`src/resc_pkg.sv`:
```
// Shared types, command codes and register defaults for the robot enable and
// emergency-stop controller. No dependencies; used by every module in src.
`default_nettype none

package resc_pkg;

    localparam int unsigned CmdW = 4;
    localparam int unsigned TimeW = 32;
    localparam int unsigned SeqW = 16;
    localparam int unsigned StatusW = 6;
    localparam int unsigned HookW = 9;
    localparam int unsigned CfgIdxW = 3;
    localparam int unsigned CfgDataW = 32;
    localparam int unsigned InDataW = 64;
    localparam int unsigned OutDataW = 48;

    localparam logic [CmdW-1:0] CMD_PACKET      = 4'd0;
    localparam logic [CmdW-1:0] CMD_TICK        = 4'd1;
    localparam logic [CmdW-1:0] CMD_MODE_RPT    = 4'd2;
    localparam logic [CmdW-1:0] CMD_CODE_RPT    = 4'd3;
    localparam logic [CmdW-1:0] CMD_CTRL_RPT    = 4'd4;
    localparam logic [CmdW-1:0] CMD_ESTOP       = 4'd5;
    localparam logic [CmdW-1:0] CMD_BROWN_START = 4'd6;
    localparam logic [CmdW-1:0] CMD_BROWN_END   = 4'd7;
    localparam logic [CmdW-1:0] CMD_REQ_DISABLE = 4'd8;
    localparam logic [CmdW-1:0] CMD_REQ_TIME    = 4'd9;

    localparam logic [7:0] PROTOCOL_VERSION = 8'd1;

    localparam logic [CfgIdxW-1:0] CFG_LINK_DISABLE   = 3'd0;
    localparam logic [CfgIdxW-1:0] CFG_LINK_LOST      = 3'd1;
    localparam logic [CfgIdxW-1:0] CFG_STATUS_CLEAR   = 3'd2;
    localparam logic [CfgIdxW-1:0] CFG_STATUS_DISABLE = 3'd3;
    localparam logic [CfgIdxW-1:0] CFG_SEQ_JUMP       = 3'd4;

    localparam logic [TimeW-1:0] LINK_DISABLE_RESET   = 32'd300000;
    localparam logic [TimeW-1:0] LINK_LOST_RESET      = 32'd1000000;
    localparam logic [TimeW-1:0] STATUS_CLEAR_RESET   = 32'd150000;
    localparam logic [TimeW-1:0] STATUS_DISABLE_RESET = 32'd200000;
    localparam logic [SeqW-1:0]  SEQ_JUMP_RESET       = 16'd10;

    localparam logic [1:0] MODE_TELEOP = 2'd0;
    localparam logic [1:0] MODE_TEST   = 2'd1;
    localparam logic [1:0] MODE_AUTON  = 2'd2;
    localparam logic [1:0] MODE_OTHER  = 2'd3;

    localparam int unsigned HK_DISABLE     = 3;
    localparam int unsigned HK_ESTOP       = 4;
    localparam int unsigned HK_BROWN_START = 5;
    localparam int unsigned HK_BROWN_END   = 6;
    localparam int unsigned HK_RESTART_CODE = 7;
    localparam int unsigned HK_RESTART     = 8;

    localparam logic [StatusW-1:0] ST_DISABLED  = 6'h01;
    localparam logic [StatusW-1:0] ST_TELEOP    = 6'h02;
    localparam logic [StatusW-1:0] ST_HAS_CODE  = 6'h10;
    localparam logic [StatusW-1:0] ST_MAIN_CTRL = 6'h20;
    localparam logic [StatusW-1:0] ST_KEEP_MASK = 6'h30;

    typedef enum logic [3:0] {
        KIND_PACKET,
        KIND_TICK,
        KIND_MODE_RPT,
        KIND_CODE_RPT,
        KIND_CTRL_RPT,
        KIND_ESTOP,
        KIND_BROWN_START,
        KIND_BROWN_END,
        KIND_REQ_DISABLE,
        KIND_REQ_TIME,
        KIND_NONE
    } t_kind;

    typedef struct packed {
        t_kind           kind;
        logic [TimeW-1:0] now_us;
        logic            want_enabled;
        logic [1:0]      mode_code;
        logic            want_estop;
        logic            field_attached;
        logic            stop_link;
        logic            restart_code_req;
        logic            restart_robot_req;
        logic [SeqW-1:0] packet_sequence;
    } t_item;

    typedef struct packed {
        logic               is_enabled;
        logic [1:0]         run_mode;
        logic               estop_latched;
        logic               brownout_active;
        logic               field_attached_out;
        logic               stop_link_out;
        logic [StatusW-1:0] robot_status;
        logic [1:0]         request_bits;
        logic [HookW-1:0]   hooks_fired;
        logic               send_reply;
        logic [SeqW-1:0]    reply_sequence;
        logic               link_up;
    } t_result;

    typedef struct packed {
        logic       we;
        logic [CfgIdxW-1:0] index;
        logic [CfgDataW-1:0] data;
    } t_cfg_write;

endpackage

`default_nettype wire

```
`src/resc_front.sv`:
```
// Front end: unpacks an input transaction and classifies its command.
// Depends on resc_pkg.
`default_nettype none

module resc_front (
    input  wire logic [resc_pkg::CmdW-1:0]    i_command,
    input  wire logic [resc_pkg::InDataW-1:0] i_data,
    output resc_pkg::t_item                   o_item
);

    logic [7:0] w_version;

    assign w_version = i_data[39:32];

    always_comb begin
        o_item.now_us            = i_data[31:0];
        o_item.want_enabled      = i_data[40];
        o_item.mode_code         = i_data[42:41];
        o_item.want_estop        = i_data[43];
        o_item.field_attached    = i_data[44];
        o_item.stop_link         = i_data[45];
        o_item.restart_code_req  = i_data[46];
        o_item.restart_robot_req = i_data[47];
        o_item.packet_sequence   = i_data[63:48];
        unique case (i_command)
            resc_pkg::CMD_PACKET: begin
                // A packet of the wrong version only runs the watchdogs.
                o_item.kind = (w_version == resc_pkg::PROTOCOL_VERSION) ?
                              resc_pkg::KIND_PACKET : resc_pkg::KIND_TICK;
            end
            resc_pkg::CMD_TICK:        o_item.kind = resc_pkg::KIND_TICK;
            resc_pkg::CMD_MODE_RPT:    o_item.kind = resc_pkg::KIND_MODE_RPT;
            resc_pkg::CMD_CODE_RPT:    o_item.kind = resc_pkg::KIND_CODE_RPT;
            resc_pkg::CMD_CTRL_RPT:    o_item.kind = resc_pkg::KIND_CTRL_RPT;
            resc_pkg::CMD_ESTOP:       o_item.kind = resc_pkg::KIND_ESTOP;
            resc_pkg::CMD_BROWN_START: o_item.kind = resc_pkg::KIND_BROWN_START;
            resc_pkg::CMD_BROWN_END:   o_item.kind = resc_pkg::KIND_BROWN_END;
            resc_pkg::CMD_REQ_DISABLE: o_item.kind = resc_pkg::KIND_REQ_DISABLE;
            resc_pkg::CMD_REQ_TIME:    o_item.kind = resc_pkg::KIND_REQ_TIME;
            default:                   o_item.kind = resc_pkg::KIND_NONE;
        endcase
    end

endmodule

`default_nettype wire

```
`src/resc_queue.sv`:
```
// Two-entry queue of classified items between the front and the back end.
// Depends on resc_pkg.
`default_nettype none

module resc_queue (
    input  wire logic            i_clk,
    input  wire logic            i_rst_n,
    input  wire logic            i_push,
    input  wire resc_pkg::t_item i_item,
    output logic                 o_full,
    input  wire logic            i_pop,
    output logic                 o_valid,
    output resc_pkg::t_item      o_item
);

    resc_pkg::t_item r_mem [2];
    logic            r_wr_ptr;
    logic            r_rd_ptr;
    logic [1:0]      r_count;
    logic            n_wr_ptr;
    logic            n_rd_ptr;
    logic [1:0]      n_count;

    assign o_full  = (r_count == 2'd2);
    assign o_valid = (r_count != 2'd0);
    assign o_item  = r_mem[r_rd_ptr];

    always_comb begin
        n_wr_ptr = i_push ? ~r_wr_ptr : r_wr_ptr;
        n_rd_ptr = i_pop ? ~r_rd_ptr : r_rd_ptr;
        n_count  = r_count;
        if (i_push && !i_pop) begin
            n_count = r_count + 2'd1;
        end else if (!i_push && i_pop) begin
            n_count = r_count - 2'd1;
        end
    end

    always_ff @(posedge i_clk) begin
        if (!i_rst_n) begin
            r_wr_ptr <= 1'b0;
            r_rd_ptr <= 1'b0;
            r_count  <= 2'd0;
        end else begin
            r_wr_ptr <= n_wr_ptr;
            r_rd_ptr <= n_rd_ptr;
            r_count  <= n_count;
        end
    end

    always_ff @(posedge i_clk) begin
        if (i_push) begin
            r_mem[r_wr_ptr] <= i_item;
        end
    end

    a_count_range: assert property (@(posedge i_clk) disable iff (!i_rst_n)
        r_count != 2'd3)
        else $error("queue count out of range");

    a_pointers_track: assert property (@(posedge i_clk) disable iff (!i_rst_n)
        (r_count == 2'd0 || r_count == 2'd2) |-> (r_wr_ptr == r_rd_ptr))
        else $error("queue pointers disagree with count");

endmodule

`default_nettype wire

```
`src/resc_back.sv`:
```
// Back end: holds the controller state and configuration registers and carries out one queued
// item per cycle unless an unread result stalls it, and registers its result. Depends on resc_pkg.
`default_nettype none

module resc_back (
    input  wire logic                 i_clk,
    input  wire logic                 i_rst_n,
    input  wire resc_pkg::t_cfg_write i_cfg,
    input  wire logic                 i_valid,
    input  wire resc_pkg::t_item      i_item,
    output logic                      o_pop,
    output logic                      o_out_valid,
    input  wire logic                 i_out_ready,
    output resc_pkg::t_result         o_result
);

    logic [resc_pkg::TimeW-1:0] r_link_disable_to;
    logic [resc_pkg::TimeW-1:0] r_link_lost_to;
    logic [resc_pkg::TimeW-1:0] r_status_clear_to;
    logic [resc_pkg::TimeW-1:0] r_status_disable_to;
    logic [resc_pkg::SeqW-1:0]  r_seq_jump;

    logic                         r_enabled;
    logic [1:0]                   r_mode;
    logic                         r_estop;
    logic                         r_brown;
    logic                         r_fms;
    logic                         r_stop;
    logic [resc_pkg::StatusW-1:0] r_status;
    logic [1:0]                   r_req;
    logic [resc_pkg::TimeW-1:0]   r_pkt_time;
    logic [resc_pkg::TimeW-1:0]   r_stat_time;
    logic [resc_pkg::SeqW-1:0]    r_last_seq;
    logic                         r_link;

    logic                         n_enabled;
    logic [1:0]                   n_mode;
    logic                         n_estop;
    logic                         n_brown;
    logic                         n_fms;
    logic                         n_stop;
    logic [resc_pkg::StatusW-1:0] n_status;
    logic [1:0]                   n_req;
    logic [resc_pkg::TimeW-1:0]   n_pkt_time;
    logic [resc_pkg::TimeW-1:0]   n_stat_time;
    logic [resc_pkg::SeqW-1:0]    n_last_seq;
    logic                         n_link;
    logic [resc_pkg::HookW-1:0]   n_hooks;
    logic                         n_reply;
    logic [resc_pkg::SeqW-1:0]    n_rseq;

    logic                         r_out_valid;
    resc_pkg::t_result            r_result;

    assign o_pop       = i_valid && (!r_out_valid || i_out_ready);
    assign o_out_valid = r_out_valid;
    assign o_result    = r_result;

    always_comb begin
        logic [resc_pkg::TimeW-1:0] v_dp;
        logic [resc_pkg::TimeW-1:0] v_ds;
        logic signed [resc_pkg::SeqW:0] v_diff;
        logic [resc_pkg::SeqW:0]    v_next_seq;
        logic                       v_watch;

        n_enabled   = r_enabled;
        n_mode      = r_mode;
        n_estop     = r_estop;
        n_brown     = r_brown;
        n_fms       = r_fms;
        n_stop      = r_stop;
        n_status    = r_status;
        n_req       = r_req;
        n_pkt_time  = r_pkt_time;
        n_stat_time = r_stat_time;
        n_last_seq  = r_last_seq;
        n_link      = r_link;
        n_hooks     = '0;
        n_reply     = 1'b0;
        n_rseq      = '0;
        v_watch     = 1'b0;
        v_next_seq  = {1'b0, r_last_seq} + 17'd1;
        v_diff      = $signed({1'b0, i_item.packet_sequence}) - $signed({1'b0, r_last_seq});

        unique case (i_item.kind)
            resc_pkg::KIND_PACKET: begin
                v_watch = 1'b1;
                n_hooks[resc_pkg::HK_RESTART_CODE] = i_item.restart_code_req;
                n_hooks[resc_pkg::HK_RESTART]      = i_item.restart_robot_req;
                if (i_item.want_enabled != r_enabled) begin
                    if (i_item.want_estop || r_estop ||
                        (i_item.want_enabled && !r_brown &&
                         i_item.mode_code == resc_pkg::MODE_OTHER)) begin
                        if (!r_estop) begin
                            n_enabled = 1'b0;
                            n_estop   = 1'b1;
                            n_hooks[resc_pkg::HK_ESTOP] = 1'b1;
                        end
                    end else if (r_brown) begin
                        n_enabled = r_enabled;
                    end else if (!i_item.want_enabled) begin
                        // Here the robot is enabled and not estopped.
                        n_enabled = 1'b0;
                        n_mode    = resc_pkg::MODE_TELEOP;
                        n_hooks[resc_pkg::HK_DISABLE] = 1'b1;
                    end else begin
                        n_enabled = 1'b1;
                        n_mode    = i_item.mode_code;
                        n_hooks[{2'b00, i_item.mode_code}] = 1'b1;
                    end
                end
                if (i_item.want_estop) begin
                    n_estop = 1'b1;
                end
                if (n_estop) begin
                    n_enabled = 1'b0;
                end
                n_fms  = i_item.field_attached;
                n_stop = i_item.stop_link;
                if (v_next_seq >= {1'b0, i_item.packet_sequence} ||
                    v_diff > $signed({1'b0, r_seq_jump})) begin
                    n_last_seq = i_item.packet_sequence;
                    n_reply    = 1'b1;
                    n_rseq     = i_item.packet_sequence;
                end
                n_pkt_time = i_item.now_us;
                n_link     = 1'b1;
            end
            resc_pkg::KIND_TICK: begin
                v_watch = 1'b1;
            end
            resc_pkg::KIND_MODE_RPT: begin
                n_status = r_status & resc_pkg::ST_KEEP_MASK;
                if (i_item.mode_code == resc_pkg::MODE_OTHER) begin
                    n_status = n_status | resc_pkg::ST_DISABLED;
                end else begin
                    n_status = n_status | (resc_pkg::ST_TELEOP << i_item.mode_code);
                end
                n_stat_time = i_item.now_us;
            end
            resc_pkg::KIND_CODE_RPT: begin
                n_status    = r_status | resc_pkg::ST_HAS_CODE;
                n_stat_time = i_item.now_us;
            end
            resc_pkg::KIND_CTRL_RPT: begin
                n_status    = r_status | resc_pkg::ST_MAIN_CTRL;
                n_stat_time = i_item.now_us;
            end
            resc_pkg::KIND_ESTOP: begin
                if (!r_estop) begin
                    n_enabled = 1'b0;
                    n_estop   = 1'b1;
                    n_hooks[resc_pkg::HK_ESTOP] = 1'b1;
                end
            end
            resc_pkg::KIND_BROWN_START: begin
                if (!r_brown) begin
                    n_brown = 1'b1;
                    n_hooks[resc_pkg::HK_BROWN_START] = 1'b1;
                end
            end
            resc_pkg::KIND_BROWN_END: begin
                if (r_brown) begin
                    n_brown = 1'b0;
                    n_hooks[resc_pkg::HK_BROWN_END] = 1'b1;
                end
            end
            resc_pkg::KIND_REQ_DISABLE: n_req = r_req | 2'b01;
            resc_pkg::KIND_REQ_TIME:    n_req = r_req | 2'b10;
            default: begin
                n_req = r_req;
            end
        endcase

        v_dp = i_item.now_us - n_pkt_time;
        v_ds = i_item.now_us - n_stat_time;
        if (v_watch) begin
            if ((v_dp > r_link_disable_to || v_ds > r_status_disable_to) &&
                n_enabled && !n_estop) begin
                n_enabled = 1'b0;
                n_mode    = resc_pkg::MODE_TELEOP;
                n_hooks[resc_pkg::HK_DISABLE] = 1'b1;
            end
            if (v_dp > r_link_lost_to) begin
                n_link = 1'b0;
            end
            if (v_ds > r_status_clear_to) begin
                n_status = '0;
            end
        end
    end

    always_ff @(posedge i_clk) begin
        if (!i_rst_n) begin
            r_link_disable_to   <= resc_pkg::LINK_DISABLE_RESET;
            r_link_lost_to      <= resc_pkg::LINK_LOST_RESET;
            r_status_clear_to   <= resc_pkg::STATUS_CLEAR_RESET;
            r_status_disable_to <= resc_pkg::STATUS_DISABLE_RESET;
            r_seq_jump          <= resc_pkg::SEQ_JUMP_RESET;
        end else if (i_cfg.we) begin
            unique case (i_cfg.index)
                resc_pkg::CFG_LINK_DISABLE:   r_link_disable_to   <= i_cfg.data;
                resc_pkg::CFG_LINK_LOST:      r_link_lost_to      <= i_cfg.data;
                resc_pkg::CFG_STATUS_CLEAR:   r_status_clear_to   <= i_cfg.data;
                resc_pkg::CFG_STATUS_DISABLE: r_status_disable_to <= i_cfg.data;
                resc_pkg::CFG_SEQ_JUMP:       r_seq_jump <= i_cfg.data[resc_pkg::SeqW-1:0];
                default: begin
                    r_seq_jump <= r_seq_jump;
                end
            endcase
        end
    end

    always_ff @(posedge i_clk) begin
        if (!i_rst_n) begin
            r_enabled   <= 1'b0;
            r_mode      <= resc_pkg::MODE_TELEOP;
            r_estop     <= 1'b0;
            r_brown     <= 1'b0;
            r_fms       <= 1'b0;
            r_stop      <= 1'b0;
            r_status    <= '0;
            r_req       <= '0;
            r_pkt_time  <= '0;
            r_stat_time <= '0;
            r_last_seq  <= '0;
            r_link      <= 1'b0;
            r_out_valid <= 1'b0;
        end else begin
            if (o_pop) begin
                r_enabled   <= n_enabled;
                r_mode      <= n_mode;
                r_estop     <= n_estop;
                r_brown     <= n_brown;
                r_fms       <= n_fms;
                r_stop      <= n_stop;
                r_status    <= n_status;
                r_req       <= n_req;
                r_pkt_time  <= n_pkt_time;
                r_stat_time <= n_stat_time;
                r_last_seq  <= n_last_seq;
                r_link      <= n_link;
                r_out_valid <= 1'b1;
            end else if (i_out_ready) begin
                r_out_valid <= 1'b0;
            end
        end
    end

    always_ff @(posedge i_clk) begin
        if (o_pop) begin
            r_result.is_enabled         <= n_enabled;
            r_result.run_mode           <= n_mode;
            r_result.estop_latched      <= n_estop;
            r_result.brownout_active    <= n_brown;
            r_result.field_attached_out <= n_fms;
            r_result.stop_link_out      <= n_stop;
            r_result.robot_status       <= n_status;
            r_result.request_bits       <= n_req;
            r_result.hooks_fired        <= n_hooks;
            r_result.send_reply         <= n_reply;
            r_result.reply_sequence     <= n_rseq;
            r_result.link_up            <= n_link;
        end
    end

    a_estop_sticky: assert property (@(posedge i_clk) disable iff (!i_rst_n)
        r_estop |=> r_estop)
        else $error("latched estop cleared");

    a_estop_disables: assert property (@(posedge i_clk) disable iff (!i_rst_n)
        !(r_estop && r_enabled))
        else $error("robot enabled while estopped");

    a_mode_legal: assert property (@(posedge i_clk) disable iff (!i_rst_n)
        r_mode != resc_pkg::MODE_OTHER)
        else $error("run mode holds the invalid code");

    a_brown_holds_enable: assert property (@(posedge i_clk) disable iff (!i_rst_n)
        (o_pop && r_brown && i_item.kind == resc_pkg::KIND_PACKET &&
         !i_item.want_estop && !r_estop && !r_enabled) |=> !r_enabled)
        else $error("robot enabled during brownout");

endmodule

`default_nettype wire

```
`src/robot_enable_safety_controller.sv`:
```
// Top level of the robot enable and emergency-stop controller: front end,
// item queue and back end. Depends on resc_pkg, resc_front, resc_queue, resc_back.
//
//   Channel   Direction  Handshake                     Payload
//   s_axis    in         s_axis_tvalid/s_axis_tready   tuser command, tdata event fields
//   m_axis    out        m_axis_tvalid/m_axis_tready   tdata state, hooks, reply
//   cfg       in         i_cfg_we                      i_cfg_index, i_cfg_wdata
//
// One item per cycle unless a held result stalls the back end; a result appears in the
// cycle after the item enters the back end, which executes it against its state registers.
// A two-entry queue separates input acceptance from the back end, and an output
// register holds a result while m_axis_tready is low.
// Reset is synchronous and active low; it restores the register defaults.
`default_nettype none

module robot_enable_safety_controller (
    input  wire logic                             i_clk,
    input  wire logic                             i_rst_n,
    input  wire logic                             s_axis_tvalid,
    output logic                                  s_axis_tready,
    // tdata, low bit up: now_us[31:0], protocol_version[39:32], want_enabled[40],
    // mode_code[42:41], want_estop[43], field_attached[44], stop_link[45],
    // restart_code_req[46], restart_robot_req[47], packet_sequence[63:48]
    input  wire logic [resc_pkg::InDataW-1:0]     s_axis_tdata,
    // tuser: command[3:0]
    input  wire logic [resc_pkg::CmdW-1:0]        s_axis_tuser,
    output logic                                  m_axis_tvalid,
    input  wire logic                             m_axis_tready,
    // tdata, low bit up: is_enabled[0], run_mode[2:1], estop_latched[3],
    // brownout_active[4], field_attached_out[5], stop_link_out[6],
    // robot_status[12:7], request_bits[14:13], hooks_fired[23:15],
    // send_reply[24], reply_sequence[40:25], link_up[41], zeros[47:42]
    output logic [resc_pkg::OutDataW-1:0]         m_axis_tdata,
    input  wire logic                             i_cfg_we,
    input  wire logic [resc_pkg::CfgIdxW-1:0]     i_cfg_index,
    input  wire logic [resc_pkg::CfgDataW-1:0]    i_cfg_wdata
);

    resc_pkg::t_item      w_front_item;
    resc_pkg::t_item      w_queue_item;
    resc_pkg::t_result    w_result;
    resc_pkg::t_cfg_write w_cfg;
    logic                 w_full;
    logic                 w_push;
    logic                 w_pop;
    logic                 w_queue_valid;

    assign s_axis_tready = !w_full;
    assign w_push        = s_axis_tvalid && !w_full;
    assign w_cfg.we      = i_cfg_we;
    assign w_cfg.index   = i_cfg_index;
    assign w_cfg.data    = i_cfg_wdata;

    resc_front u_front (
        .i_command (s_axis_tuser),
        .i_data    (s_axis_tdata),
        .o_item    (w_front_item)
    );

    resc_queue u_queue (
        .i_clk   (i_clk),
        .i_rst_n (i_rst_n),
        .i_push  (w_push),
        .i_item  (w_front_item),
        .o_full  (w_full),
        .i_pop   (w_pop),
        .o_valid (w_queue_valid),
        .o_item  (w_queue_item)
    );

    resc_back u_back (
        .i_clk       (i_clk),
        .i_rst_n     (i_rst_n),
        .i_cfg       (w_cfg),
        .i_valid     (w_queue_valid),
        .i_item      (w_queue_item),
        .o_pop       (w_pop),
        .o_out_valid (m_axis_tvalid),
        .i_out_ready (m_axis_tready),
        .o_result    (w_result)
    );

    assign m_axis_tdata = {6'd0,
                           w_result.link_up,
                           w_result.reply_sequence,
                           w_result.send_reply,
                           w_result.hooks_fired,
                           w_result.request_bits,
                           w_result.robot_status,
                           w_result.stop_link_out,
                           w_result.field_attached_out,
                           w_result.brownout_active,
                           w_result.estop_latched,
                           w_result.run_mode,
                           w_result.is_enabled};

endmodule

`default_nettype wire

```
`config.mk`:
```
export PLATFORM = sky130hd
export DESIGN_NAME = robot_enable_safety_controller
export DESIGN_NICKNAME = d
export VERILOG_FILES = /design/src/resc_pkg.sv /design/src/resc_front.sv /design/src/resc_queue.sv /design/src/resc_back.sv /design/src/robot_enable_safety_controller.sv
export SDC_FILE = /design/constraint.sdc
export NUM_CORES = 1
export LEC_CHECK = 0
export BUFFER_PORTS_ARGS = -buffer_cell sky130_fd_sc_hd__buf_2
export CAP_MARGIN = 20
export CORE_MARGIN = 2
export CORE_UTILIZATION = 67
export CTS_CLUSTER_DIAMETER = 60
export DETAILED_ROUTE_END_ITERATION = 16
export PLACE_DENSITY = 0.87
export REMOVE_ABC_BUFFERS = 1
export SLEW_MARGIN = 20
export SYNTH_ARGS = -nofsm -noshare
export SYNTH_HDL_FRONTEND = slang
export SYNTH_SLANG_ARGS = --single-unit
```
`constraint.sdc`:
```
create_clock -name i_clk -period 15.65 [get_ports i_clk]
set_clock_uncertainty 0.15 [all_clocks]
set_input_delay 0.7825 -clock i_clk [delete_from_list [all_inputs] [get_ports i_clk]]
set_output_delay 0.7825 -clock i_clk [all_outputs]
set_load 0.05 [all_outputs]
```
# After elaboration in Yosys (flattened, before gate mapping)
# Memories as Yosys holds them, arrays and structs flattened. A register that Yosys moved wholly into a read port is not among the register bits.
# Index checks and enable logic that the tools add are counted.
# Widths: inputs -> output; s select.
dict set report totals {
  reg_bits 287
  ram_bits 120
  word_cells 185
  memories 1
}
# name words word_bits rd rd_ports_with_merged_regs wr line_no
set mem_list {}
lappend mem_list {u_queue.r_mem 2 60 1 1 1 resc_queue.sv:16} ;# resc_pkg::t_item r_mem [2];
dict set report classes {
  add_sub_neg 6
  order_cmp 8
  n_eq_ne 26
  shifts 1
  mux 65
  bitwise 7
  n_reduce_logical 36
}
# op count
set ops {}
lappend ops {{$gt 32x32->1} 4}
lappend ops {{$mux 32} 2}
lappend ops {{$sub 32x32->32} 2}
lappend ops {{$pmux 4 s10} 1}
lappend ops {{$mux 1} 34}
lappend ops {{$eq 4x3->1 const B} 8}
lappend ops {{$mux 2} 9}
lappend ops {{$mux 6} 3}
lappend ops {{$mux 9} 2}
lappend ops {{$pmux 6 s3} 1}
lappend ops {{$add 16x1->17 const B} 1}
lappend ops {{$ge 17x16->1} 1}
lappend ops {{$gt 17x17->1} 1}
lappend ops {{$sub 16x16->17} 1}
lappend ops {{$eq 4x2->1 const B} 4}
lappend ops {{$eq 4x4->1 const B} 4}
lappend ops {{$mux 4} 3}
lappend ops {{$pmux 1 s2} 6}
lappend ops {{$reduce_and 2->1} 6}
lappend ops {{$logic_and 1x1->1} 9}
lappend ops {{$or 9x4->9} 1}
lappend ops {{$eq 4x1->1 const B} 2}
lappend ops {{$eq 8x1->1 const B} 1}
lappend ops {{$logic_not 4->1} 2}
lappend ops {{other kinds (24)} 41}

# Depth between registers and ports, before layout
# Gate-level depths: netlist of the first run.
dict set report depth {
  word_depth 14
  depth_mapped 33
  ltp_nobuf 29
}

# Cells and area by module
# From an unflattened synthesis of the first run, not the netlist that was laid out.
dict set report hier_totals {
  cells_unflattened 2595
  area_unflattened_um2 24392.1
}
# module n_inst cells_per_inst area_each_um2 seq_area_each_um2
set modules_own_cells {}
lappend modules_own_cells {resc_back 1 2313 19322.3 6085.8}
lappend modules_own_cells {resc_queue 1 209 4535.6 3703.6}
lappend modules_own_cells {resc_front 1 64 475.5 0.0}
lappend modules_own_cells {robot_enable_safety_controller 1 9 58.8 0.0}

# Least setup slack after synthesis of the first run
# Ideal clock, no wire load.
dict set report synth_path {
  kind {register to register}
  startpoint {register with a tool-made name}
  endpoint {register u_back.r_result (netlist bit u_back.o_result[21]), data pin}
  arrival_ns 6.100
  path_slack_ns 9.145
  stages_incl_launch_ff 31
  n_path_buf 4
  cell_sequence {dfxtp_1 > buf_6 > buf_8 > nor3_1 > a21oi_1 > or2_2 > clkbuf_1 > clkbuf_1 > o21ai_0 > ha_1 > inv_1 > fa_1 > a21o_1 > a21oi_1 > o21bai_1 > a221oi_1 > o21ai_0 > o21ai_0 > and3_1 > a21oi_1 > a311oi_1 > xnor2_1 > ha_1 > nand4_1 > nor2_1 > nand3_1 > or4_1 > o311a_1 > a221oi_2 > nor2_4 > a31o_1}
}
# item line_no
set synth_lines {}
lappend synth_lines {{end, declared} resc_back.sv:53} ;# resc_pkg::t_result r_result;

==> metrics, run 1 <==
Die ar.=0.03764 mm2; pre-CTS setup slack=7.106 ns; clk root buf=clkbuf_16; Clock Latency Late Sink=0.58 ns; crit-path leading delay family=compound AO/OA/AOI/OAI gates; fin crit share=0.5536; clock tree sinks=408; Post-DP HPWL=46,040 um; antenna violations before repair=0; metal2 WL=30,840 um; CP endpoint kind=register; Buf/Inv on CP=2; PortBufs=151; post-synthesis sequential area ratio=0.4047; first-pass detailed-route iteration total=6; EDFF count, synth=162; highest-count cells in the layout ignoring fill and taps=nand2_1 (424), dfxtp_1 (245), ha_1 (235), inv_1 (206), edfxtp_1 (162); Die Wd=194.0 um; NumNets Final=3,063; number of hold buffers added after cts=0; via-per-instance ratio=6.131; Unique masters post-synth=95; routed vias=19,700; reg-to-reg slack, setup=6.99 ns; Post-Syn Area=0.02419 mm2; postcts setup bufs=0; Worst-path clk slew=0.06 ns; RSZ-0062 raised after global routing=no; status=complete, no violations; final hold violations=0; Die Ht=194.0 um; CTS Buf Count=43; # diodes=0; most used cell, CP=o21ai_0; syn avg cell area=9.247 um2; Pwr Total=5.184 mW; async set-reset flop share out of synthesis=0; first-pass GRT wire length=101,100 um; CTS tree=built; worst-case clock buffer depth=3; Max Clock Freq=115.4 MHz; met1 WL=25,290 um; most common cell after layout, fill and taps aside=nand2_1; slew margin rel.=0.3236; IO Count=158; worst vdd ir=0.1756 mV; Initial Util=0.6801; total gr overflow=0; hold slack=0.2466 ns; CORE AREA=0.03557 mm2; setup tns final=0 ns; Hold/Removal Path Class=input pin to register; Area after DPL=0.02520 mm2; routability congestion estimate=0.9390; FP Rows=69; DRC Markers=0; worst setup path category=register to register; actual slew at the worst max-slew pin=1.012 ns; cell count after synthesis=2,616; endpoints failing setup=0; Resized Gates After CTS=0; share of cells above drive strength 1=0.1112; Required @ worst endpoint=15.82 ns; largest net degree at the start of global routing=111; Final Cell Area=0.02660 mm2; starting DRC count in detailed routing=1,422; crit path max fanout=50; number of global-route vias before repair=19,540; critical path launch point type=register; data arrival time of the worst path=8.83 ns; met3 routed WL=3707 um; crit path max-delay cell type=buf_4; Avg WL per Cell=19.77 um; Top Layer Used=met4; Tmin final=8.664 ns; final antenna-violating net count=0; Leakage Power=10.71 nW; slowest stage delay, CP=0.73 ns; Synth warnings=0; Max Cap Viol=0; setup ws final=6.986 ns; Area growth, synth to finish=9.983%; power density cells=194.9 mW/mm2; Slew Limit Fails=0; Filler cells=2,524; main flop type after synthesis=dfxtp_1; Post-Route WL=63,510 um; GRT Total Usage=0.3349; H-tree depth=2; synthesis-stage register bit count=408
==> sequential cells by signal, summed over array words and instances (netlist names), 16 cells and up, named ones only <==
signal,flops
u_back.r_last_seq,16
u_back.r_status_clear_to,32
u_back.r_status_disable_to,32
u_back.r_stat_time,32
u_back.r_link_disable_to,32
u_back.r_link_lost_to,32
u_queue.r_mem,120
u_back.r_seq_jump,16
u_back.o_result,42
u_back.r_pkt_time,32
==> area by class of cell <==
type,count,area (um2),share of cell area
clock inverters,19,125.1,0.004703
inverters,207,777.0,0.02921
well taps,461,576.8,0.02168
multi-input cells,1891,13180,0.4955
flip-flops and latches,408,9793,0.3681
repair buffers,167,885.9,0.03330
clock buffers,60,1264,0.04750
==> cells by family (layout without fill, tap and decap cells) <==
logic type,count (synthesis),in the layout,synth area share
simple gates,801,801,0.1509
compound gates,630,630,0.1795
flops,408,408,0.4047
buf+inv,322,453,0.05250
fa+ha+maj,239,239,0.1241
mux,124,124,0.05514
xor+xnor,91,91,0.03295
other cells,1,6,0.0001550
==> Yosys cell counts (all sizes together) (6+ instances only) <==
library cell / number / area, um2
nand2: 424 / 1592
dfxtp: 246 / 4925
ha: 235 / 2940
inv: 207 / 777.0
edfxtp: 162 / 4865
a21boi: 125 / 938.4
o21ai: 120 / 619.3
nor2: 118 / 462.9
a21oi: 105 / 540.5
mux2i: 96 / 1015
clkbuf: 86 / 322.8
a21o: 85 / 638.1
xnor2: 69 / 604.3
and2: 64 / 402.9
o211ai: 43 / 322.8
nand3: 41 / 205.2
o21a: 33 / 247.7
nand4: 31 / 193.9
buf: 29 / 170.2
mux2: 28 / 319.1
nor2b: 28 / 175.2
nor3: 27 / 140.1
xor2: 22 / 192.7
a31oi: 21 / 131.4
and3: 19 / 118.9
o21bai: 12 / 90.09
a211o: 11 / 96.34
o211a: 11 / 110.1
nand2b: 9 / 56.30
nor4: 9 / 56.30
a211oi: 8 / 90.09
o31ai: 8 / 65.06
or2: 7 / 43.79
and4: 6 / 52.55
==> power breakdown <==
group / internal [mW] / switching (mW) / leakage [nW]
combinational: 1.08 / 1.76 / 6.50
clock: 0.581 / 0.432 / 0.681
sequential: 1.26 / 0.0661 / 3.53
==> per-layer routing <==
layer	vias up	track usage
li1	9381	-
met1	9392	0.4052
met2	713	0.5719
met3	212	0.04905
met4	0	0.1911
met5	-	0
==> final timing paths <==
| path | start | endpoint | cells past startpoint |
|---|---|---|---|
| setup / recovery | register | u_back.o_result[21] | 27 |
| hold reg to reg | u_back.r_link_lost_to[12] | u_back.r_link_lost_to[12] | 2 |
| hold / removal | s_axis_tdata[26] | u_queue.r_mem[1][50] | 1 |
| setup reg to reg | register | u_back.o_result[21] | 27 |
==> stage by stage <==
step / utilization / std cells
6_report: 0.7480 / 3213
5_1_grt: 0.7480 / 3213
4_1_cts: 0.7475 / 3212
3_5_place_dp: 0.7085 / 3133
3_3_place_gp: 0.7082 / 3133
2_1_floorplan: - / 2506
(Power assumes the default switching activity.)
==> run 2: changes to the inputs <==
--- a/config.mk
+++ b/config.mk
@@ -5,13 +5,14 @@
 export SDC_FILE = /design/constraint.sdc
 export NUM_CORES = 1
 export LEC_CHECK = 0
+export ABC_AREA = 1
 export BUFFER_PORTS_ARGS = -buffer_cell sky130_fd_sc_hd__buf_2
 export CAP_MARGIN = 20
 export CORE_MARGIN = 2
-export CORE_UTILIZATION = 67
+export CORE_UTILIZATION = 62
 export CTS_CLUSTER_DIAMETER = 60
 export DETAILED_ROUTE_END_ITERATION = 16
-export PLACE_DENSITY = 0.87
+export PLACE_DENSITY = 0.81
 export REMOVE_ABC_BUFFERS = 1
 export SLEW_MARGIN = 20
 export SYNTH_ARGS = -nofsm -noshare
==> constraint.sdc (replaced) <==
create_clock -name i_clk -period 8.2 [get_ports i_clk]
set_clock_uncertainty 0.15 [all_clocks]
set_input_delay 0.41 -clock i_clk [delete_from_list [all_inputs] [get_ports i_clk]]
set_output_delay 0.41 -clock i_clk [all_outputs]
set_load 0.05 [all_outputs]
==> run 2 against run 1 <==
Effect of this change:
- design area is 3.3% higher
- die area is 7.9% higher
- utilization is 3.5 points lower
- register-to-register slack worse by 5.9 ns
- critical path type unchanged
==> metrics, run 2 <==
number of hold buffers added after cts=71 (was 0); end of the worst register-to-register path=u_back.o_result[41] (was u_back.o_result[21]); Worst-path clk slew=0.06 ns (about the same); top cell type's share of synthesized area=0.2036 (about the same); top cell type by total area after synthesis=dfxtp_1 (unchanged); crit path max-delay cell type=dfxtp_2 (was buf_4); routed vias=21,690 (was 19,700); Die Ht=201.5 um (was 194.0 um); via-per-instance ratio=5.719 (was 6.131); status=complete, no violations (unchanged); slew margin rel.=0.2837 (was 0.3236); Post-Synth XOR/XNOR Area=0.02643 (was 0.03295); Die ar.=0.04061 mm2 (was 0.03764 mm2); fin crit share=0.8700 (was 0.5536); first-pass detailed-route iteration total=8 (was 6); combinational family with the most area after synthesis=compound AO/OA/AOI/OAI gates (unchanged); cell with the most instances after synthesis=nand2_1 (unchanged); post-synthesis mux area share=0.0004138 (was 0.05514); highest-count cells in the layout ignoring fill and taps=nand2_1 (546), inv_1 (460), o21ai_0 (326), a21oi_1 (317), dfxtp_1 (245) (was nand2_1 (424), dfxtp_1 (245), ha_1 (235), inv_1 (206), edfxtp_1 (162)); routability congestion estimate=0.9674 (was 0.9390); cell count after synthesis=3,055 (was 2,616); Max Cap Viol=0 (unchanged); dominant cells by area after synthesis=dfxtp_1 (20%), edfxtp_1 (20%), ha_1 (12%) (unchanged); dpl cells=3,637 (was 3,133); min-delay src=i_cfg_wdata[29] (was s_axis_tdata[26]); first-pass GRT wire length=105,600 um (was 101,100 um); final hold violations=0 (unchanged); data arrival time of the worst path=7.33 ns (was 8.83 ns); clk root buf=clkbuf_16 (unchanged); Avg WL per Cell=17.25 um (was 19.77 um); hold depth=3 (was 1); most common cell after layout, fill and taps aside=nand2_1 (unchanged); total gr overflow=0 (unchanged); EDFF count, synth=162 (unchanged); Resized Gates After CTS=0 (unchanged); antenna violations before repair=0 (unchanged); clock tree sinks=408 (unchanged); Slew Limit Fails=0 (unchanged); postcts setup bufs=0 (unchanged); Die Wd=201.5 um (was 194.0 um); Filler cells=3,022 (was 2,524); Unique masters post-synth=59 (was 95); reg-to-reg slack, setup=1.07 ns (was 6.99 ns); CP endpoint kind=register (unchanged); post-synthesis sequential area ratio=0.4047 (about the same); Clock Latency Late Sink=0.59 ns (was 0.58 ns); Synth warnings=0 (unchanged); critical path capture point=u_back.o_result[41] (was u_back.o_result[21]); Synth Area in Simple Gates=0.1736 (was 0.1509); CORE AREA=0.03856 mm2 (was 0.03557 mm2); largest net degree at the start of global routing=97 (was 111); Post-DP HPWL=48,180 um (was 46,040 um); H-tree depth=2 (unchanged); worst-case clock buffer depth=3 (unchanged); NumNets Final=3,583 (was 3,063); DRC Markers=0 (unchanged); RSZ-0062 raised after global routing=no (unchanged); CTS tree=built (unchanged); CTS Buf Count=46 (was 43); number of global-route vias before repair=21,490 (was 19,540); worst setup path category=register to register (unchanged); FP Rows=72 (was 69); Initial Util=0.6274 (was 0.6801); Max Clock Freq=140.2 MHz (was 115.4 MHz); IO Count=158 (unchanged); synthesis-stage register bit count=408 (unchanged); Area growth, synth to finish=13.65% (was 9.983%); share of cells above drive strength 1=0.09344 (was 0.1112); GRT Total Usage=0.3220 (was 0.3349); final antenna-violating net count=0 (unchanged); most frequent cells after synthesis=nand2_1 (546), inv_1 (460), o21ai_0 (326) (was nand2_1 (424), dfxtp_1 (246), ha_1 (235)); Hold/Removal Path Class=input pin to register (unchanged); Worst R2R Path Depth=32 (was 27); Largest register FFs=120 (unchanged); critical path launch point type=register (unchanged); Tmin final=7.134 ns (was 8.664 ns); crit path max fanout=35 (was 50); most used cell, CP=nand2_1 (was o21ai_0); PortBufs=151 (unchanged); starting DRC count in detailed routing=1,541 (was 1,422); Required @ worst endpoint=8.40 ns (was 15.82 ns); # diodes=0 (unchanged); Post-Route WL=65,430 um (was 63,510 um); slowest stage delay, CP=0.86 ns (was 0.73 ns); async set-reset flop share out of synthesis=0 (unchanged); actual slew at the worst max-slew pin=1.074 ns (was 1.012 ns); Finished Layout Cells=3,793 (was 3,213); Synth Area in Compound Gates=0.1793 (was 0.1795); syn avg cell area=7.918 um2 (was 9.247 um2); Adder-Cell Fraction of Synth Area=0.1232 (was 0.1241); main flop type after synthesis=dfxtp_1 (unchanged); Top reg by flops=u_queue.r_mem (unchanged); endpoints failing setup=0 (unchanged); Post-Syn Area=0.02419 mm2 (about the same)
run 2: cell count changes after synthesis, sizes merged, moves of 95 or more:
cell    before  now
a21boi     125    5
a21oi      105  319
inv        207  465
mux2i       96    1
nand2      424  566
o21ai      120  340
run 2: cell type report:
cell class              instances  area (um2)  share of cell area
multi-input cells            2077       12230              0.4448
flip-flops and latches        408        9791              0.3561
inverters                     466        1749             0.06362
repair buffers                239        1597             0.05807
clock buffers                  59        1231             0.04478
well taps                     518       648.1             0.02357
clock inverters                26       247.7            0.009011
run 2: cells by family after synthesis:
| logic type | Yosys count |
|---|---|
| flops | 408 |
| buf+inv | 575 |
| mux | 1 |
| simple gates | 964 |
| other cells | 1 |
| xor+xnor | 73 |
| fa+ha+maj | 237 |
| compound gates | 796 |
run 2: worst min-delay path by stage:
stage / end / slack, ns
3_5_place_dp: register / 0.29
2_1_floorplan: register / 0.28
6_report: u_back.r_link_disable_to[29] / 0.02
5_1_grt: u_back.r_status_disable_to[6] / 0.02
3_3_place_gp: register / 0.28
4_1_cts: u_back.r_status_disable_to[10] / 0.003
run 2: layer usage:
layer | global-route usage | part of all wire | vias up
li1 | - | - | 10640
met1 | 0.4015 | 0.42 | 10120
met2 | 0.5580 | 0.48 | 759
met3 | 0.04292 | 0.062 | 177
met4 | 0.1426 | 0.041 | 0
met5 | 0 | 0 | -
run 2: through the flow:
| stage | utilization | hold WS, ns | area (um2) | setup WS, ns | TNS [ns] |
|---|---|---|---|---|---|
| 5_1_grt | 0.7130 | 0.02120 | 27490 | 0.2632 | 0 |
| 3_3_place_gp | 0.6562 | 0.2766 | 25300 | 1.402 | 0 |
| 3_5_place_dp | 0.6562 | 0.2926 | 25300 | 1.171 | 0 |
| 2_1_floorplan | - | 0.2755 | 23730 | -3.219 | -93.38 |
| 6_report | 0.7130 | 0.01721 | 27490 | 1.066 | 0 |
| 4_1_cts | 0.7130 | 0.002830 | 27490 | 1.116 | 0 |
run 2: worst max-delay path: cells and delay by family (launching register included):
family / cells / cell delay (ns)
flip-flops: 1 / 0.86
AO/OA/AOI/OAI: 6 / 1.36
buffers and inverters: 4 / 0.59
XOR/XNOR: 1 / 0.18
AND/OR/NAND/NOR: 18 / 2.78
adder cells (fa/ha/maj): 3 / 0.92
Power of run 2 is left out: the tool's default activity adds up to more than one toggle a clock period on the data nets, which glitch-free logic cannot reach.
==> run 3: changes to the inputs <==
--- a/config.mk
+++ b/config.mk
@@ -8,6 +8,7 @@
 export ABC_AREA = 1
 export BUFFER_PORTS_ARGS = -buffer_cell sky130_fd_sc_hd__buf_2
 export CAP_MARGIN = 20
+export CORE_ASPECT_RATIO = 1.2
 export CORE_MARGIN = 2
 export CORE_UTILIZATION = 62
 export CTS_CLUSTER_DIAMETER = 60
==> run 3 against run 2 <==
Effect of this change:
- clock-buffer cell count fell by 7
- global-route usage grew 0.96 points
- setup slack improved by 0.11 ns
- design area shrank 0.39%
- flip-flop and latch count unchanged
- worst hold slack better by 0.0018 ns
- routed wire length rose by 3.7%
- register-to-register slack better by 0.11 ns
- first-iteration DRC count grew 5.9%
==> metrics, run 3 (synthesis results as in run 2) <==
CP endpoint kind=register (unchanged); final antenna-violating net count=0 (unchanged); Avg WL per Cell=17.88 um (was 17.25 um); Resized Gates After CTS=0 (unchanged); postcts setup bufs=0 (unchanged); FP Rows=79 (was 72); status=complete, no violations (unchanged); Die Ht=220.4 um (was 201.5 um); Max Cap Viol=0 (unchanged); slowest stage delay, CP=0.78 ns (was 0.86 ns); PortBufs=151 (unchanged); Tmin final=7.019 ns (was 7.134 ns); Area after DPL=0.02533 mm2 (was 0.02530 mm2); Die Wd=184.3 um (was 201.5 um); actual slew at the worst max-slew pin=1.038 ns (was 1.074 ns); pre-CTS setup slack=1.234 ns (was 1.171 ns); CORE AREA=0.03865 mm2 (was 0.03856 mm2); setup ws final=1.181 ns (was 1.066 ns); Post-DP HPWL=49,890 um (was 48,180 um); share of cells above drive strength 1=0.09241 (was 0.09344); most used cell, CP=nand2_1 (unchanged); largest net degree at the start of global routing=169 (was 97); clk root buf=clkbuf_16 (unchanged); Area growth, synth to finish=13.21% (was 13.65%); DRC Markers=0 (unchanged); crit-path leading delay family=simple AND/OR/NAND/NOR gates (unchanged); Max Clock Freq=142.5 MHz (was 140.2 MHz); crit path max fanout=28 (was 35); fin crit share=0.8559 (was 0.8700); first-pass GRT wire length=106,700 um (was 105,600 um); total gr overflow=0 (unchanged); most common cell after layout, fill and taps aside=nand2_1 (unchanged); RSZ-0062 raised after global routing=no (unchanged); Final Cell Area=0.02739 mm2 (was 0.02749 mm2); H-tree depth=2 (unchanged); CTS tree=built (unchanged); data arrival time of the worst path=7.20 ns (was 7.33 ns); via-per-instance ratio=5.748 (was 5.719); antenna violations before repair=1 (was 0); Required @ worst endpoint=8.38 ns (was 8.40 ns); starting DRC count in detailed routing=1,632 (was 1,541); Worst-path clk slew=0.07 ns (was 0.06 ns); number of global-route vias before repair=21,810 (was 21,490); clock tree sinks=408 (unchanged); final hold violations=0 (unchanged); routability congestion estimate=1.009 (was 0.9674); first-pass detailed-route iteration total=5 (was 8); highest-count cells in the layout ignoring fill and taps=nand2_1 (546), inv_1 (460), o21ai_0 (326), a21oi_1 (317), dfxtp_1 (245) (unchanged); Top reg by flops=u_queue.r_mem (unchanged); Post-Route WL=67,870 um (was 65,430 um); Buf/Inv on CP=4 (unchanged); Largest register FFs=120 (unchanged); Die ar.=0.04062 mm2 (was 0.04061 mm2); routed vias=21,810 (was 21,690); slew margin rel.=0.3082 (was 0.2837); GRT Total Usage=0.3316 (was 0.3220); critical path launch point type=register (unchanged); NumNets Final=3,578 (was 3,583); CTS Buf Count=43 (was 46); IO Count=158 (unchanged); Hold/Removal Path Class=input pin to register (unchanged); Clock Latency Late Sink=0.57 ns (was 0.59 ns); Slew Limit Fails=0 (unchanged); Initial Util=0.6259 (was 0.6274); endpoints failing setup=0 (unchanged); crit path max-delay cell type=dfxtp_2 (unchanged); Finished Layout Cells=3,795 (was 3,793); worst-case clock buffer depth=3 (unchanged); worst setup path category=register to register (unchanged); dpl cells=3,644 (was 3,637)
==> run 3: layer usage <==
layer  up-vias  track usage  share of wire  routed length [um]
met4         0       0.1635          0.047                3198
met2       796       0.6004           0.50               33630
met3       200      0.04822          0.063                4277
li1      10640            -              -                   -
met5         -            0              0                   0
met1     10180       0.3824           0.39               26760
==> run 3: layout make-up <==
| type | count | area, um2 |
|---|---|---|
| Antenna cell | 1 | 2.502 |
| Clock buffer | 52 | 1131 |
| Clock inverter | 28 | 221.5 |
| Fill cell | 3058 | 11260 |
| Inverter | 466 | 1749 |
| Multi-Input combinational cell | 2077 | 12230 |
| Sequential cell | 408 | 9791 |
| Tap cell | 526 | 658.1 |
| Timing Repair Buffer | 237 | 1604 |
==> run 3: through the flow <==
step                      setup TNS, ns  hold slack (ns)    util
final                                 0          0.01897  0.7086
after global routing                  0          0.01544  0.7085
after CTS                             0         0.003199  0.7085
after detailed placement              0           0.2902  0.6553
after global placement                0           0.2749  0.6553
after floorplan                  -93.38           0.2755       -
==> run 3: repair_timing <==
item / CTS / global route
hold buffers: 70 / 0
endpoints found under the setup margin: 0 / 0
endpoints found under the hold margin: 135 / 0
==> run 3: worst register-to-register path, delay by kind of cell, from the launching register on <==
family	cells	cell delay, ns
AO/OA/AOI/OAI	6	1.36
XOR/XNOR	1	0.17
adder cells (fa/ha/maj)	3	0.94
buffers and inverters	4	0.60
flip-flops	1	0.78
AND/OR/NAND/NOR	18	2.79
==> run 3: path summary, 6_finish.rpt <==
path                            slack (ns)              from                           end  cells past startpoint
worst min register to register        0.30  u_queue.r_rd_ptr                      register                      1
worst max register to register        1.18          register           u_back.o_result[39]                     32
worst min-delay path                  0.02   i_cfg_wdata[31]  u_back.r_status_clear_to[31]                      3
worst max-delay path                  1.18          register           u_back.o_result[39]                     32
Power of run 3 is left out for the same reason.
